===== src/swc_pkg.sv =====
// Shared types, constants and the stop-word table for the stop word counter.
// No dependencies; every other file refers to it by scoped names.
package swc_pkg;

  localparam int WORD_MAX       = 4;
  localparam int LEN_BITS       = 3;
  localparam int LIST_LEN       = 25;
  localparam int RES_BITS       = 32;
  localparam int COUNT_BITS_DEF = 32;
  localparam int STOP_WORDS_DEF = 25;

  // delimiter bytes
  localparam logic [7:0] CH_NL    = 8'd10;
  localparam logic [7:0] CH_SPACE = 8'h20;
  localparam logic [7:0] CH_COMMA = 8'h2C;
  localparam logic [7:0] CH_SEMI  = 8'h3B;
  localparam logic [7:0] CH_COLON = 8'h3A;
  localparam logic [7:0] CH_QUERY = 8'h3F;
  localparam logic [7:0] CH_BANG  = 8'h21;
  localparam logic [7:0] CH_DOT   = 8'h2E;

  typedef struct packed {
    logic [7:0] ch;
    logic       last_line;
  } in_item_t;

  typedef struct packed {
    logic [RES_BITS-1:0] lines_seen;
    logic [RES_BITS-1:0] stop_hits;
    logic                final_res;
  } res_item_t;

  // current word: chars[k] holds character k, unused slots stay zero
  typedef struct packed {
    logic [WORD_MAX-1:0][7:0] chars;
    logic [LEN_BITS-1:0]      len;
    logic                     too_long;
  } word_t;

  typedef struct packed {
    logic [LEN_BITS-1:0]      len;
    logic [WORD_MAX-1:0][7:0] txt;
  } stop_entry_t;

  localparam stop_entry_t STOP_LIST [LIST_LEN] = '{
    '{len: 3'd1, txt: {8'h00, 8'h00, 8'h00, "a"}},
    '{len: 3'd2, txt: {8'h00, 8'h00, "n", "a"}},
    '{len: 3'd3, txt: {8'h00, "d", "n", "a"}},
    '{len: 3'd3, txt: {8'h00, "e", "r", "a"}},
    '{len: 3'd2, txt: {8'h00, 8'h00, "s", "a"}},
    '{len: 3'd2, txt: {8'h00, 8'h00, "t", "a"}},
    '{len: 3'd2, txt: {8'h00, 8'h00, "e", "b"}},
    '{len: 3'd2, txt: {8'h00, 8'h00, "y", "b"}},
    '{len: 3'd3, txt: {8'h00, "r", "o", "f"}},
    '{len: 3'd4, txt: {"m", "o", "r", "f"}},
    '{len: 3'd3, txt: {8'h00, "s", "a", "h"}},
    '{len: 3'd2, txt: {8'h00, 8'h00, "e", "h"}},
    '{len: 3'd2, txt: {8'h00, 8'h00, "n", "i"}},
    '{len: 3'd2, txt: {8'h00, 8'h00, "s", "i"}},
    '{len: 3'd2, txt: {8'h00, 8'h00, "t", "i"}},
    '{len: 3'd3, txt: {8'h00, "s", "t", "i"}},
    '{len: 3'd2, txt: {8'h00, 8'h00, "f", "o"}},
    '{len: 3'd2, txt: {8'h00, 8'h00, "n", "o"}},
    '{len: 3'd4, txt: {"t", "a", "h", "t"}},
    '{len: 3'd3, txt: {8'h00, "e", "h", "t"}},
    '{len: 3'd2, txt: {8'h00, 8'h00, "o", "t"}},
    '{len: 3'd3, txt: {8'h00, "s", "a", "w"}},
    '{len: 3'd4, txt: {"e", "r", "e", "w"}},
    '{len: 3'd4, txt: {"l", "l", "i", "w"}},
    '{len: 3'd4, txt: {"h", "t", "i", "w"}}
  };

  function automatic logic is_delim(input logic [7:0] c);
    return c == CH_SPACE || c == CH_COMMA || c == CH_SEMI || c == CH_COLON ||
           c == CH_QUERY || c == CH_BANG || c == CH_DOT || c == CH_NL;
  endfunction

endpackage


===== src/swc_match.sv =====
// Parallel compare of the held word against the stop-word table.
// Depends on swc_pkg.
module swc_match #(
  parameter int STOP_WORDS = swc_pkg::STOP_WORDS_DEF
) (
  input  swc_pkg::word_t word,
  output logic           hit
);

  always_comb begin
    hit = 1'b0;
    for (int i = 0; i < swc_pkg::LIST_LEN; i++) begin
      if (i < STOP_WORDS && !word.too_long && word.len != '0 &&
          word.len == swc_pkg::STOP_LIST[i].len &&
          word.chars == swc_pkg::STOP_LIST[i].txt) begin
        hit = 1'b1;
      end
    end
  end

endmodule


===== src/swc_wordbuf.sv =====
// Word buffer: up to four characters, a length and an overflow mark.
// Depends on swc_pkg.
module swc_wordbuf (
  input  logic           clk,
  input  logic           rst,
  input  logic           step,
  input  logic [7:0]     ch,
  output swc_pkg::word_t word
);

  swc_pkg::word_t word_next;

  always_comb begin
    word_next = word;
    if (swc_pkg::is_delim(ch)) begin
      word_next = '0;
    end else if (word.len < swc_pkg::LEN_BITS'(swc_pkg::WORD_MAX)) begin
      word_next.chars[word.len[1:0]] = ch;
      word_next.len = word.len + swc_pkg::LEN_BITS'(1);
    end else begin
      word_next.too_long = 1'b1;
    end
  end

  always_ff @(posedge clk) begin
    if (rst) begin
      word <= '0;
    end else if (step) begin
      word <= word_next;
    end
  end

endmodule


===== src/swc_tally.sv =====
// Saturating line and hit counters, and the result they produce on a newline.
// Depends on swc_pkg.
module swc_tally #(
  parameter int COUNT_BITS = swc_pkg::COUNT_BITS_DEF
) (
  input  logic               clk,
  input  logic               rst,
  input  logic               step,
  input  logic               is_nl,
  input  logic               last_line,
  input  logic               hit,
  output swc_pkg::res_item_t res
);

  logic [COUNT_BITS-1:0] line_count, hit_count;
  logic [COUNT_BITS-1:0] line_next, hit_next;
  logic [swc_pkg::RES_BITS-1:0] lines_out, hits_out;

  always_comb begin
    hit_next  = (hit && !(&hit_count)) ? hit_count + COUNT_BITS'(1) : hit_count;
    line_next = (&line_count) ? line_count : line_count + COUNT_BITS'(1);
  end

  // report clamps to the result width when wider, else is zero-extended
  if (COUNT_BITS > swc_pkg::RES_BITS) begin : g_clamp
    assign lines_out = (|line_next[COUNT_BITS-1:swc_pkg::RES_BITS]) ?
                       '1 : line_next[swc_pkg::RES_BITS-1:0];
    assign hits_out  = (|hit_next[COUNT_BITS-1:swc_pkg::RES_BITS]) ?
                       '1 : hit_next[swc_pkg::RES_BITS-1:0];
  end else begin : g_ext
    assign lines_out = swc_pkg::RES_BITS'(line_next);
    assign hits_out  = swc_pkg::RES_BITS'(hit_next);
  end

  assign res.lines_seen = lines_out;
  assign res.stop_hits  = hits_out;
  assign res.final_res  = last_line;

  always_ff @(posedge clk) begin
    if (rst) begin
      line_count <= '0;
      hit_count  <= '0;
    end else if (step) begin
      if (is_nl && last_line) begin
        line_count <= '0;
        hit_count  <= '0;
      end else begin
        hit_count <= hit_next;
        if (is_nl) begin
          line_count <= line_next;
        end
      end
    end
  end

endmodule


===== src/stop_word_counter.sv =====
// Top level of the stop word counter: input register, word buffer, matcher,
// counters and result register. Depends on swc_pkg, swc_wordbuf, swc_match, swc_tally.
//
// Usage
//   byte channel (byte_valid/byte_ready/byte_data): one text byte per beat,
//     with last_line set on the newline that closes the final line.
//   result channel (res_valid/res_ready/res_data): one beat per newline,
//     carrying the running line and stop-word counts; final_res marks the
//     total for the whole list, after which both counts restart at zero.
//   Bytes other than newline produce no result beat.
// Timing
//   A byte is captured into the input register at its accepting edge; a
//   newline loads the result register as it leaves the input register,
//   which it does only once the result register is free.
//   Throughput is one byte per cycle unless a newline waits on a stalled
//   result; the combinational word compare and counter update set that figure.
// Reset
//   rst (synchronous, active high) empties both registers and clears the
//   word buffer and both counters.
// Stall
//   While res_valid is held by a stalled receiver, non-newline bytes keep
//   flowing; a newline waits in the input register, and byte_ready drops
//   until the result register frees up.
module stop_word_counter #(
  parameter int COUNT_BITS = swc_pkg::COUNT_BITS_DEF,
  parameter int STOP_WORDS = swc_pkg::STOP_WORDS_DEF
) (
  input  logic               clk,
  input  logic               rst,
  input  logic               byte_valid,
  output logic               byte_ready,
  input  swc_pkg::in_item_t  byte_data,
  output logic               res_valid,
  input  logic               res_ready,
  output swc_pkg::res_item_t res_data
);

  // input register
  logic              s1_valid;
  swc_pkg::in_item_t s1_item;

  logic               s1_nl, s1_go, res_free, hit;
  swc_pkg::word_t     word;
  swc_pkg::res_item_t res_next;

  assign s1_nl      = s1_item.ch == swc_pkg::CH_NL;
  assign res_free   = !res_valid || res_ready;
  // a newline needs a free result slot; other bytes always go
  assign s1_go      = s1_valid && (!s1_nl || res_free);
  assign byte_ready = !s1_valid || s1_go;

  always_ff @(posedge clk) begin
    if (rst) begin
      s1_valid <= 1'b0;
    end else if (byte_ready) begin
      s1_valid <= byte_valid;
    end
  end

  always_ff @(posedge clk) begin
    if (byte_ready && byte_valid) begin
      s1_item <= byte_data;
    end
  end

  swc_wordbuf u_wordbuf (
    .clk  (clk),
    .rst  (rst),
    .step (s1_go),
    .ch   (s1_item.ch),
    .word (word)
  );

  // a match only counts when a delimiter arrives; the tally hit input gates on that
  swc_match #(
    .STOP_WORDS (STOP_WORDS)
  ) u_match (
    .word (word),
    .hit  (hit)
  );

  swc_tally #(
    .COUNT_BITS (COUNT_BITS)
  ) u_tally (
    .clk       (clk),
    .rst       (rst),
    .step      (s1_go),
    .is_nl     (s1_nl),
    .last_line (s1_item.last_line),
    .hit       (hit && swc_pkg::is_delim(s1_item.ch)),
    .res       (res_next)
  );

  // result register
  always_ff @(posedge clk) begin
    if (rst) begin
      res_valid <= 1'b0;
    end else if (s1_go && s1_nl) begin
      res_valid <= 1'b1;
    end else if (res_ready) begin
      res_valid <= 1'b0;
    end
  end

  always_ff @(posedge clk) begin
    if (s1_go && s1_nl) begin
      res_data <= res_next;
    end
  end

endmodule


===== config.mk =====
export PLATFORM = sky130hd
export DESIGN_NAME = stop_word_counter
export DESIGN_NICKNAME = d
export VERILOG_FILES = /design/src/swc_pkg.sv /design/src/swc_match.sv /design/src/swc_wordbuf.sv /design/src/swc_tally.sv /design/src/stop_word_counter.sv
export SDC_FILE = /design/constraint.sdc
export NUM_CORES = 1
export LEC_CHECK = 0
export ABC_AREA = 0
export BUFFER_PORTS_ARGS = -buffer_cell sky130_fd_sc_hd__clkbuf_2
export CAP_MARGIN = 20
export CORE_MARGIN = 2
export CORE_UTILIZATION = 50
export CTS_BUF_LIST = sky130_fd_sc_hd__clkbuf_2 sky130_fd_sc_hd__clkbuf_4 sky130_fd_sc_hd__clkbuf_8
export CTS_CLUSTER_DIAMETER = 50
export DETAILED_ROUTE_END_ITERATION = 8
export PLACE_DENSITY = 0.69
export SLEW_MARGIN = 20
export SYNTH_ARGS = -nofsm -noshare
export SYNTH_HDL_FRONTEND = slang
export SYNTH_SLANG_ARGS = --single-unit

===== constraint.sdc =====
create_clock -name clk -period 4.75 [get_ports clk]
set_input_delay 0.475 -clock clk [delete_from_list [all_inputs] [get_ports clk]]
set_output_delay 0.475 -clock clk [all_outputs]
set_load 0.01 [all_outputs]

* Word level (Yosys, flattened, before mapping)
Index checks and enable logic that the tools add are counted.
Word-level totals: input port bits 13, word-level logic and storage cells 158, bits in registers 176, output and inout bits 67
Operators by class: reduce and logical (&&, ||, !) cells 61, add/sub/neg operators 3, order comparisons 3, equal/unequal tests 38, muxes and demuxes 38
Operators by type and width (number):
- == test 32 x 15 -> 1 bit (second input constant) | 12
- == test 32 x 23 -> 1 bit (second input constant) | 7
- == test 32 x 31 -> 1 bit (second input constant) | 5
- 2-to-1 mux 32 bit | 5
- adder 32 x 1 -> 32 bit (second input constant) | 2
- AND reduction 32 bit | 2
- == test 8 x 6 -> 1 bit (second input constant) | 7
- logical AND 1 bit | 37
- 2-to-1 mux 36 bit | 1
- 2-to-1 mux 35 bit | 1
- bitwise mux 32 bit | 1
- == test 32 x 7 -> 1 bit (second input constant) | 1
- 2-to-1 mux 1 bit | 28
- demux 8 bit (select 2 bit) | 1
- logical OR 1 bit | 10
- == test 8 x 4 -> 1 bit (second input constant) | 1
- 2-to-1 mux 8 bit | 1
- == test 3 x 2 -> 1 bit (second input constant) | 2
- AND reduction 2 bit | 3
- nonzero test 2 bit | 3
- logical NOT 1 bit | 5
- adder 3 x 1 -> 3 bit (second input constant) | 1
- == test 3 x 1 -> 1 bit (second input constant) | 1
- == test 3 bit (second input constant) | 1
- other kinds (5) | 5

* Logic depth before layout (Yosys ltp)
Gate-level depths: netlist of the first run.
word-level depth 33, mapped depth 13, mapped depth without buffers 10

* By module
A second synthesis of the first run with hierarchy kept.
Second synthesis, totals: cells, all modules 933, area, all modules 9155.0 sq um
Modules (own cells, without submodules):
- swc_tally | sequential area each 1281.2 sq um, area an instance 4414.2 sq um, cells an instance 572, times used 1
- stop_word_counter | sequential area each 2262.2 sq um, area an instance 2412.3 sq um, cells an instance 99, times used 1
- swc_wordbuf | sequential area each 720.7 sq um, area an instance 1546.5 sq um, cells an instance 156, times used 1
- swc_match | sequential area each 0.0 sq um, area an instance 782.0 sq um, cells an instance 106, times used 1

* Least setup slack after synthesis of the first run
Ideal clock, no wire load.
kind flip-flop to flip-flop, from reg s1_item[5] (netlist bit), to reg u_tally.line_count[14], arrival time 3602 ps, period minus slack after synthesis 3676 ps, path slack 1074 ps, path buffers 2, stages on the path, launching flop included 10, path through edfxtp_1 clkbuf_1 nor4_1 nand4_1 inv_1 nand2_1 nor2_1 clkbuf_1 o21ai_0 a31oi_1
Between the ends: word-level cells in the longest chain between the ends 5
Ends and longest elaborated chain:
- start: declaration | RTL line stop_word_counter.sv:40 | swc_pkg::in_item_t s1_item;
- start signal: assignment | RTL line stop_word_counter.sv:62 | s1_item <= byte_data;
- == test 8 x 4 -> 1 bit (*) | RTL line stop_word_counter.sv:46 | assign s1_nl = s1_item.ch == swc_pkg::CH_NL;
- logical NOT 1 bit | RTL line stop_word_counter.sv:49 | assign s1_go = s1_valid && (!s1_nl || res_free);
- logical OR 1 bit | RTL line stop_word_counter.sv:49
- logical AND 1 bit | RTL line stop_word_counter.sv:49
- AND reduction 2 bit (no line)
- end signal: assignment | RTL line swc_tally.sv:50 | line_count <= line_next;
- end: declaration | RTL line swc_tally.sv:15 | logic [COUNT_BITS-1:0] line_count, hit_count;
Mark *: on every way between the ends. The rest lies on a longest branch, timed or not. A chain may end at the register's enable or synchronous reset.

==> results of run 1 <==
[cell usage in the layout (no fill, tap or decap), types with 6 or more instances in the layout]
cell type  count
nor2b_1        6
o31ai_1       12
xnor2_1       34
a31oi_1       10
o21ai_0       37
nor3_1        31
or4_1         14
nor2_1        53
or3_1          9
and4_1         9
nand4_1       45
and3_1        23
o211ai_1       7
nand3_1       57
dfxtp_1      102
clkbuf_2      79
xor2_1        27
a2bb2oi_1      7
nor4_1        12
a21oi_1       58
nand2_1      117
inv_1         24
a22o_1         6
ha_1           7
nand2b_1      28
edfxtp_1      74
buf_4         12
nor3b_1       11
clkbuf_8      17
[report_power, final]
| part | total [uW] | internal (uW) | leakage, uW | switching [uW] |
|---|---|---|---|---|
| sequential | 1600 | 1580 | 0.00158 | 23.5 |
| combinational | 93.5 | 31.4 | 0.00189 | 62.1 |
| clock | 1050 | 442 | 0.000208 | 611 |
[worst register-to-register path, delay by kind of cell, from the launching register on]
family                    cells  cell delay [ns]
xor gates and xnor gates      1             0.13
and+or+nand+nor               2             0.97
AOI/OAI and AO/OA             5             1.43
buffers and inverters         1             0.28
DFF                           1             0.50
[flip-flops by register name (all words and copies together) (netlist names)]
register / count
res_valid: 1
u_tally.line_count: 32
s1_item: 9
u_wordbuf.word: 36
u_tally.hit_count: 32
res_data: 65
s1_valid: 1
[path summary, 6_finish.rpt]
check	startpoint	endpoint	slack, ns
hold reg to reg	u_tally.line_count[18]	u_tally.line_count[18]	0.45
setup / recovery	s1_item[1]	res_data[29]	1.18
hold / removal	byte_data[1]	s1_item[1]	0.17
setup reg to reg	s1_item[1]	res_data[29]	1.18
[stage by stage]
| step | utilization, % | hold WS [ns] | power (uW) | instances |
|---|---|---|---|---|
| after floorplan | - | 0.4153 | 1694 | 998 |
| after global placement | 54.28 | 0.4252 | 1728 | 1259 |
| after detailed placement | 54.28 | 0.4382 | 1728 | 1259 |
| after CTS | 56.52 | 0.1436 | 2776 | 1291 |
| after global routing | 56.54 | 0.1362 | 2859 | 1291 |
| final | 56.54 | 0.1652 | 2748 | 1291 |
[metal layers]
layer	vias up	track usage, %
li1	3831	-
met5	-	0
met2	259	34.94
met4	0	6.947
met3	30	4.646
met1	3664	31.94
[final cells by class]
cell class | instances | area [sq um]
Clock buffer | 17 | 234.0
Clock inverter | 15 | 170.2
Fill cell | 1645 | 7834
Inverter | 25 | 93.84
Multi-Input combinational cell | 738 | 4657
Sequential cell | 176 | 4264
Tap cell | 229 | 286.5
Timing Repair Buffer | 91 | 485.5
[kinds of logic (layout without fill, tap and decap cells)]
| family | Yosys count | count (layout) | share of synthesized area (%) |
|---|---|---|---|
| and+or+nand+nor | 461 | 461 | 27.42 |
| adders and majority gates | 7 | 7 | 0.9489 |
| xor gates and xnor gates | 61 | 61 | 5.788 |
| DFF | 176 | 176 | 46.20 |
| AOI/OAI and AO/OA | 200 | 200 | 15.11 |
| buffers and inverters | 84 | 148 | 3.497 |
| muxes | 9 | 9 | 1.030 |
==> results.md, run 1 <==
- Max-cap violation count: 0
- Met2 wire length: 9925 microns
- Antenna Violating Nets Remaining: 0
- Row count: 49
- Largest net degree at the start of global routing: 47
- Period minus WS final: 3.569 ns
- Clk_lat worst skew: 0.48 ns
- Die ar.: 19560 sq um
- DRT iter0 DRCs: between 600 and 700
- Final hold violation count: 0
- Postcts setup bufs: 0
- Wirelength per Cell: approximately 17 microns
- Chip Height: between 100 and 150 microns
- Io pins: 80
- Top cells by area, synth: edfxtp_1, dfxtp_1, nand2_1
- Post-CTS sizing: 0
- Reg2Reg Depth: 9
- Slew of the pin with the lowest slew margin: around 1 ns
- Cts bufs inserted: 17
- Overall routing resource usage: a little under a quarter
- Synth Instances: 998
- Worst Skew: 0.01934 ns
- Yosys warns: 0
- TritonCTS clock tree: done
- Port buffer count: around 80
- Final WS setup: 1.181 ns
- Outcome: completed
- CP max FO: 16
- Clock Sinks: 176
- CTS H-tree lvls: 4
- Final TNS setup: 0 ns
- Share of cells above drive strength 1: between 10 and 15%
- CP startpoint kind: register
- CP max stage delay: 0.62 ns
- Root buffer cell: clkbuf_8
- Critical Path, Cell by Cell: nor4bb_1 > a22oi_1 > o21a_1 > buf_4 > a31o_2 > a2111oi_0 > a311oi_2 > or2_1 > xnor2_1
- Layout area overhead: 10.41%
- Top FF cell, synth: dfxtp_1
- RSZ-0062 raised after global routing: no
- Setup CP Type: reg -> reg
- Crit path DAT: 3.80 ns
- Hold-critical path depth: 1
- Crit path depth: 9
- Dpl ws: 1.303 ns
- Period utilization: 75.13%
- Worst rel slew slack: 34.48%
- Max-slew violation count: 0
- PwrDens: between 200 and 300 nW/um^2
- Yosys cell types: 82
- Core Area: 18020 sq um
- Worst VDD drop: 246.0 uV
- Register area share after synthesis: 46.20%
- TritonRoute pass-1 iters: 8
- Synth Area per Inst: 9.249 sq um
- Syn Nets: around 1000
- Post-layout net count: 1069
- Slowest-stage cell, CP: nor4bb_1
- Gr ovfl total: 0
- First-pass GRT wire length: 36340 microns
- Initial antenna violation count: 0
- Fmax: 280.2 MHz
- Delay-heaviest family, CP: compound AO/OA/AOI/OAI gates
- GPL Wtd Cong: 0.9018
- Dpl cell area: 9783 sq um
- CP endpoint kind: register
- DR vias/cell: 6.029
- Yosys top cell by area: edfxtp_1
- Met3 WL: 1179 microns
- Antenna cells: 0
- DP Wirelength: 14710 microns
- Cell with the most instances after synthesis: nand2_1
- M1 WL: 10240 microns
- EDFF count, synth: 74
- Share of flip-flops with an asynchronous set or reset: 0%
- DR top layer: met4
- Initial core utilization: 51.21%
- Die Width: 139.9 microns
- Synthesized area: just over 9000 sq um
- Yosys top cell area share: about a quarter
- Post-CTS Hold Buffers: 0
- #FFs+latches synth: between 150 and 200
- Crit path buf inv count: 1
- Detailed-route via count: 7784
- Number of remaining DRC errors: 0
- Clock-pin slew on the worst setup and hold paths: 0.11 ns
- Leak pwr: 0.003686 uW
- Number of global-route vias before repair: 7110
- Final Instance Area: 10190 sq um
- Drt total wl: 21730 microns
- # setup viols final: 0
- Synth cell count leaders: nand2_1, dfxtp_1, edfxtp_1
- Clock buffer depth: 2
- HP Class: in -> reg
- Worst Path Required: 4.98 ns
No activity file was read; power rests on OpenSTA's default activity.
==> run 2, diff against run 1 <==
==> constraint.sdc (replaced) <==
create_clock -name clk -period 3.65 [get_ports clk]
set_input_delay 0.365 -clock clk [delete_from_list [all_inputs] [get_ports clk]]
set_output_delay 0.365 -clock clk [all_outputs]
set_load 0.01 [all_outputs]
==> run 2 against run 1 <==
  * First-iteration DRC count down 3.2%
  * Core utilization grew 0.74 points
  * Design area up 1.3%
  * Global-route usage rose by 0.34 points
  * Count of clock-buffer cells in the layout did not move
  * Setup slack lost 0.81 ns
  * Non-clock buffer count rose by 11
  * Cell count rose by 0.85%
  * Hold slack got worse by 0.11 ns
  * Combinational power grew 36%
  * Clock skew shrank 0.0037 ns
  * Largest cell class unchanged
  * Highest routed layer unchanged
==> results.md, run 2 (synthesized netlist as in run 1, its figures left out) <==
- Hold Crit Start: byte_data[1]
- Dpl ws: 0.4377 ns (-0.8649 ns)
- R2r setup slk: 0.37 ns (-0.81 ns)
- Row count: 49 (unchanged)
- Slowest-stage cell, CP: nor4bb_1
- Core Area: 18020 sq um (unchanged)
- First-pass GRT wire length: 36510 microns (+0.49%)
- Post-CTS Hold Buffers: 0 (unchanged)
- Antenna Violating Nets Remaining: 0 (unchanged)
- Max-slew violation count: 0 (unchanged)
- CTS H-tree lvls: 4 (unchanged)
- Fin Hold WS: 0.05950 ns (-0.1057 ns)
- Busiest grt layer: met2
- Io pins: 80 (unchanged)
- Final TNS setup: 0 ns (unchanged)
- Slew of the pin with the lowest slew margin: 1.146 ns (+0.1675 ns)
- Most common cell after layout, fill and taps aside: nand2_1
- Clock Sinks: 176 (unchanged)
- Largest register FFs: 65 (unchanged)
- Worst Path Required: 3.88 ns (-1.10 ns)
- DRT iter0 DRCs: 668 (-3.2%)
- Worst Skew: 0.01567 ns (-0.003669 ns)
- Leak pwr: 0.003746 uW (+1.6%)
- Period minus WS final: 3.277 ns (-0.2918 ns)
- Max-cap violation count: 0 (unchanged)
- Most frequent cells in the layout: nand2_1, dfxtp_1, clkbuf_2
- Antenna cells: 0 (unchanged)
- Top flop regs: res_data (65), u_wordbuf.word (36)
- Gr ovfl total: 0 (unchanged)
- Chip Height: 139.9 microns (unchanged)
- Final design utilization: 57.27% (+0.74 points)
- Cts bufs inserted: 17 (unchanged)
- Post-layout net count: 1080 (+1.0%)
- Number of global-route vias before repair: 7040 (-0.98%)
- # setup viols final: 0 (unchanged)
- HP Class: in -> reg
- Die ar.: 19560 sq um (unchanged)
- Delay-heaviest family, CP: compound AO/OA/AOI/OAI gates
- CP startpoint kind: register
- Critical Path, Cell by Cell: nor4bb_1 > a22oi_1 > o21a_1 > a31o_2 > a2111oi_0 > a311oi_2 > or2_1 > xnor2_1
- Sequential fraction of design power: 57.0% (-1.3 points)
- Drt total wl: 22260 microns (+2.5%)
- Met2 Track Usage GR: 35.38% (+0.44 points)
- Worst VDD drop: 238.9 uV (-2.9%)
- Detailed-route via count: 7836 (+0.67%)
- Fmax: 305.2 MHz (+8.9%)
- Final WS setup: 0.3731 ns (-0.8082 ns)
- RSZ-0062 raised after global routing: no
- Clock-pin slew on the worst setup and hold paths: 0.10 ns (about the same)
- Pint: 2742 uW (+34%)
- Layout area overhead: 11.85%
- Number of remaining DRC errors: 0 (unchanged)
- Die Width: 139.9 microns (unchanged)
- Postcts setup bufs: 0 (unchanged)
- Wirelength per Cell: 17.10 microns (+1.6%)
- GRT met3 Usage: 4.886% (+0.24 points)
- DR vias/cell: 6.018 (-0.18%)
- Final hold violation count: 0 (unchanged)
- Initial core utilization: 51.21% (unchanged)
- CP max FO: 10 (-6)
- Dpl cell area: 9894 sq um (+1.1%)
- PwrDens: 354.3 nW/um^2 (+31%)
- Crit path DAT: 3.50 ns (-0.30 ns)
- Fillers: 1615 (-1.8%)
- Post-CTS sizing: 0 (unchanged)
- Port buffer count: 79 (unchanged)
- GPL Wtd Cong: 0.9360 (+3.8%)
- Setup CP Type: reg -> reg
- P_sw: 915.8 uW (+31%)
- Overall routing resource usage: 22.92% (+0.34 points)
- Grt met1 use: 32.54% (+0.59 points)
- Crit path depth: 8 (-1)
- Root buffer cell: clkbuf_8
- Period utilization: 89.78% (+15 points)
- Worst Setup SP: s1_item[1]
- Final Instance Area: 10320 sq um (+1.3%)
- TritonCTS clock tree: done
- Combinational fraction of design power: 3.5% (about the same)
- Most flops, register: res_data
- Hold-critical path depth: 1 (unchanged)
- TritonRoute pass-1 iters: 6 (-2)
- Share of cells above drive strength 1: 15.47% (+0.78 points)
- Outcome: completed
- Switching part of the total: 25.04% (-0.31 points)
- CP Capture Point: res_data[29]
- RR Startpoint: s1_item[1]
- Clk pwr share: 39.5% (+1.2 points)
- Largest net degree at the start of global routing: 62 (+32%)
- CP max stage delay: 0.66 ns (+0.04 ns)
- Worst rel slew slack: 23.34% (-11 points)
- Clk_lat worst skew: 0.48 ns (about the same)
- DP Wirelength: 14940 microns (+1.5%)
- Clock buffer depth: 2 (unchanged)
- Reg2Reg Depth: 8 (-1)
- Reg2reg end: res_data[29]
- Crit path buf inv count: 0 (-1)
- Initial antenna violation count: 0 (unchanged)
- CP endpoint kind: register
## run 2: cell types whose count changed in the layout (fill, tap and decap cells not counted), sizes merged
cell,delta
buf,+11
clkinv,-3
clkinvlp,+3
bufinv,+1
inv,-1
## run 2: metrics by stage
stage	cells	power (uW)
final	1302	3657
after global routing	1302	3783
after CTS	1302	3679
after detailed placement	1270	2254
after global placement	1270	2252
after floorplan	998	2205
## run 2: final cells by class
class / instances / area [sq um] / area share, %
clock inverters: 15 / 195.2 / 1.891
inverters: 25 / 97.59 / 0.9453
clock buffers: 17 / 234.0 / 2.266
flip-flops and latches: 176 / 4264 / 41.30
repair buffers: 102 / 593.1 / 5.745
well taps: 229 / 286.5 / 2.775
multi-input cells: 738 / 4653 / 45.07
## run 2: worst register-to-register path, cell delays in order (launching register included)
cell       delay, ns
edfxtp_1        0.51
nor4bb_1        0.66
a22oi_1         0.19
o21a_1          0.23
a31o_2          0.27
a2111oi_0       0.44
a311oi_2        0.25
or2_1           0.35
xnor2_1         0.13
## run 2: power by group through the flow
stage	Clock (uW)	Combinational [uW]	Sequential, uW
2_1_floorplan	0	90.6	2110
3_3_place_gp	0	126	2130
3_5_place_dp	0	126	2130
4_1_cts	1470	126	2080
5_1_grt	1560	140	2090
6_report	1450	127	2080
## run 2: worst min-delay path by stage
stage	slack, ns	to
detailed placement	0.44	u_tally.line_count[18]
global route	0.04	s1_item[1]
global placement	0.43	u_tally.line_count[18]
floorplan	0.42	u_tally.line_count[18]
CTS	0.04	s1_item[1]
finish	0.06	s1_item[1]
## run 2: routing by layer
metal	part of all wire, %	wire length (microns)	vias up
met5	0	0	-
met4	1.8	411	0
met3	5.7	1280	38
met2	45	10100	253
met1	47	10470	3696
li1	-	-	3849
==> run 3, diff against run 2 <==
--- a/config.mk
+++ b/config.mk
@@ -6,14 +6,13 @@
 export NUM_CORES = 1
 export LEC_CHECK = 0
 export ABC_AREA = 0
-export BUFFER_PORTS_ARGS = -buffer_cell sky130_fd_sc_hd__clkbuf_2
 export CAP_MARGIN = 20
 export CORE_MARGIN = 2
 export CORE_UTILIZATION = 50
 export CTS_BUF_LIST = sky130_fd_sc_hd__clkbuf_2 sky130_fd_sc_hd__clkbuf_4 sky130_fd_sc_hd__clkbuf_8
 export CTS_CLUSTER_DIAMETER = 50
 export DETAILED_ROUTE_END_ITERATION = 8
-export PLACE_DENSITY = 0.69
+export DONT_BUFFER_PORTS = 1
 export SLEW_MARGIN = 20
 export SYNTH_ARGS = -nofsm -noshare
 export SYNTH_HDL_FRONTEND = slang
==> run 3 against run 2 <==
  * Routed wire length rose by 4.7%
  * Sequential power barely moved
  * Global-route usage rose by 1.2 points
  * Clock skew fell by 0.0013 ns
  * Maximum frequency fell by 1.0%
  * Non-clock buffer count fell by 66
  * Via count fell by 1.7%
  * Sequential share of layout area rose by 1.1 points
  * Total power barely moved
==> results.md, run 3 (synthesized netlist as in run 1, its figures left out) <==
- Dpl cell area: 9509 sq um (-3.9%)
- Row count: 49 (unchanged)
- RSZ-0062 raised after global routing: no
- Most frequent cells in the layout: nand2_1, dfxtp_1, edfxtp_1
- Clock Sinks: 176 (unchanged)
- Clock-pin slew on the worst setup and hold paths: 0.10 ns (about the same)
- Final Instance Area: 10070 sq um (-2.5%)
- Number of remaining DRC errors: 0 (unchanged)
- Initial core utilization: 51.21% (unchanged)
- Critical Path, Cell by Cell: nand4_4 > or4_1 > nor2_4 > a31oi_4 > and4_1 > a311oi_2 > nor2_1 > xor2_1
- Slowest-stage cell, CP: a311oi_2
- Period utilization: 90.70% (+0.92 points)
- Area occupied by registers: 4264 sq um (unchanged)
- First-pass GRT wire length: 38140 microns (+4.5%)
- DR vias/cell: 6.230 (+3.5%)
- Die Width: 139.9 microns (unchanged)
- TritonCTS clock tree: done
- Final TNS setup: 0 ns (unchanged)
- Pint: 2745 uW (+0.13%)
- Delay-heaviest family, CP: simple AND/OR/NAND/NOR gates
- Root buffer cell: clkbuf_8
- # setup viols final: 0 (unchanged)
- Worst rel slew slack: 39.15% (+16 points)
- Wirelength per Cell: 18.86 microns (+10%)
- Die ar.: 19560 sq um (unchanged)
- Largest register FFs: 65 (unchanged)
- Clk pwr share: 39.2% (-0.3 points)
- Top flop regs: res_data (65), u_wordbuf.word (36)
- Final hold violation count: 0 (unchanged)
- Max-slew violation count: 0 (unchanged)
- Detailed-route via count: 7700 (-1.7%)
- Antenna Violating Nets Remaining: 0 (unchanged)
- Clk_lat worst skew: 0.47 ns (about the same)
- Io pins: 80 (unchanged)
- Outcome: completed
- CP max FO: 10 (unchanged)
- P_sw: 909.1 uW (-0.73%)
- Antenna cells: 0 (unchanged)
- Drt total wl: 23310 microns (+4.7%)
- CTS H-tree lvls: 4 (unchanged)
- Share of cells above drive strength 1: 9.136% (-6.3 points)
- Worst Path Required: 3.87 ns (about the same)
- Leak pwr: 0.003463 uW (-7.5%)
- CP startpoint kind: register
- Max-cap violation count: 0 (unchanged)
- Cts bufs inserted: 17 (unchanged)
- Gr ovfl total: 0 (unchanged)
- Clock buffer depth: 2 (unchanged)
- Sequential fraction of design power: 57.2% (+0.2 points)
- Combinational fraction of design power: 3.6% (about the same)
- Switching part of the total: 24.88% (-0.16 points)
- Worst Skew: 0.01438 ns (-0.001286 ns)
- Number of global-route vias before repair: 7370 (+4.7%)
- DP Wirelength: 16040 microns (+7.4%)
- Largest net degree at the start of global routing: 49 (-21%)
- PwrDens: 363.0 nW/um^2 (+2.5%)
- DRT iter0 DRCs: 576 (-14%)
- Core Area: 18020 sq um (unchanged)
- Crit path DAT: 3.53 ns (+0.03 ns)
- HP Class: in -> reg
- Port buffer count: 0 (-100%)
- CP endpoint kind: register
- Crit path buf inv count: 0 (unchanged)
- Most common cell after layout, fill and taps aside: nand2_1
- Period minus WS final: 3.310 ns (+0.03360 ns)
- Slew of the pin with the lowest slew margin: 0.9127 ns (-0.2329 ns)
- Setup CP Type: reg -> reg
- Post-layout net count: 1014 (-6.1%)
- GPL Wtd Cong: 0.8982 (-4.0%)
- Fmax: 302.1 MHz (-1.0%)
- CP max stage delay: 0.74 ns (+0.08 ns)
- TritonRoute pass-1 iters: 6 (unchanged)
- Layout area overhead: 9.055%
- Most flops, register: res_data
- Initial antenna violation count: 0 (unchanged)
- Overall routing resource usage: 24.12% (+1.2 points)
- Worst VDD drop: 245.6 uV (+2.8%)
- Chip Height: 139.9 microns (unchanged)
- Fillers: 1668 (+3.3%)
- Area of the multi-input gates: 4676 sq um (+0.48%)
-- run 3: routing by layer --
| layer | vias up | share of wire, % | track usage, % |
|---|---|---|---|
| li1 | 3719 | - | - |
| met3 | 27 | 6.0 | 5.471 |
| met5 | - | 0 | 0 |
| met2 | 271 | 47 | 38.61 |
| met1 | 3683 | 45 | 32.37 |
| met4 | 0 | 1.6 | 8.263 |
-- run 3: final timing paths --
kind | endpoint | cells after the start | start | slack [ns]
max | res_data[25] | 8 | u_tally.hit_count[3] | 0.34
min reg2reg | u_tally.line_count[18] | 2 | u_tally.line_count[18] | 0.44
max reg2reg | res_data[25] | 8 | u_tally.hit_count[3] | 0.34
min | s1_valid | 2 | byte_valid | 0.03
-- run 3: power groups by stage --
stage | registers (uW) | logic (uW) | clock network (uW)
2_1_floorplan | 2110 | 90.6 | 0
3_3_place_gp | 2130 | 108 | 0
3_5_place_dp | 2130 | 112 | 0
4_1_cts | 2090 | 130 | 1470
5_1_grt | 2090 | 144 | 1560
6_report | 2090 | 132 | 1430
-- run 3: cell type report --
type	instances	share of cell area (%)
repair buffers	36	3.157
clock inverters	15	1.889
multi-input cells	738	46.45
inverters	25	0.9695
well taps	229	2.846
clock buffers	17	2.324
flip-flops and latches	176	42.36
-- run 3: per-stage QoR --
step	hold slack, ns	cells	total power [uW]	setup WS [ns]	utilization, %
after floorplan	0.4153	998	2205	0.5766	-
after global placement	0.4234	1193	2240	0.1110	52.71
after detailed placement	0.4287	1194	2245	0.007013	52.76
after CTS	0.006612	1236	3690	0.1614	55.75
after global routing	0.008886	1236	3800	0.05570	55.84
final	0.03281	1236	3654	0.3395	55.84
-- run 3: repair_timing --
| item | CTS | global route |
|---|---|---|
| hold buffers | 10 | 0 |
| setup endpoints to repair | 1 | 2 |
| hold endpoints to repair | 51 | 0 |
| setup buffers | 0 | 0 |
| resized for setup | 1 | 1 |
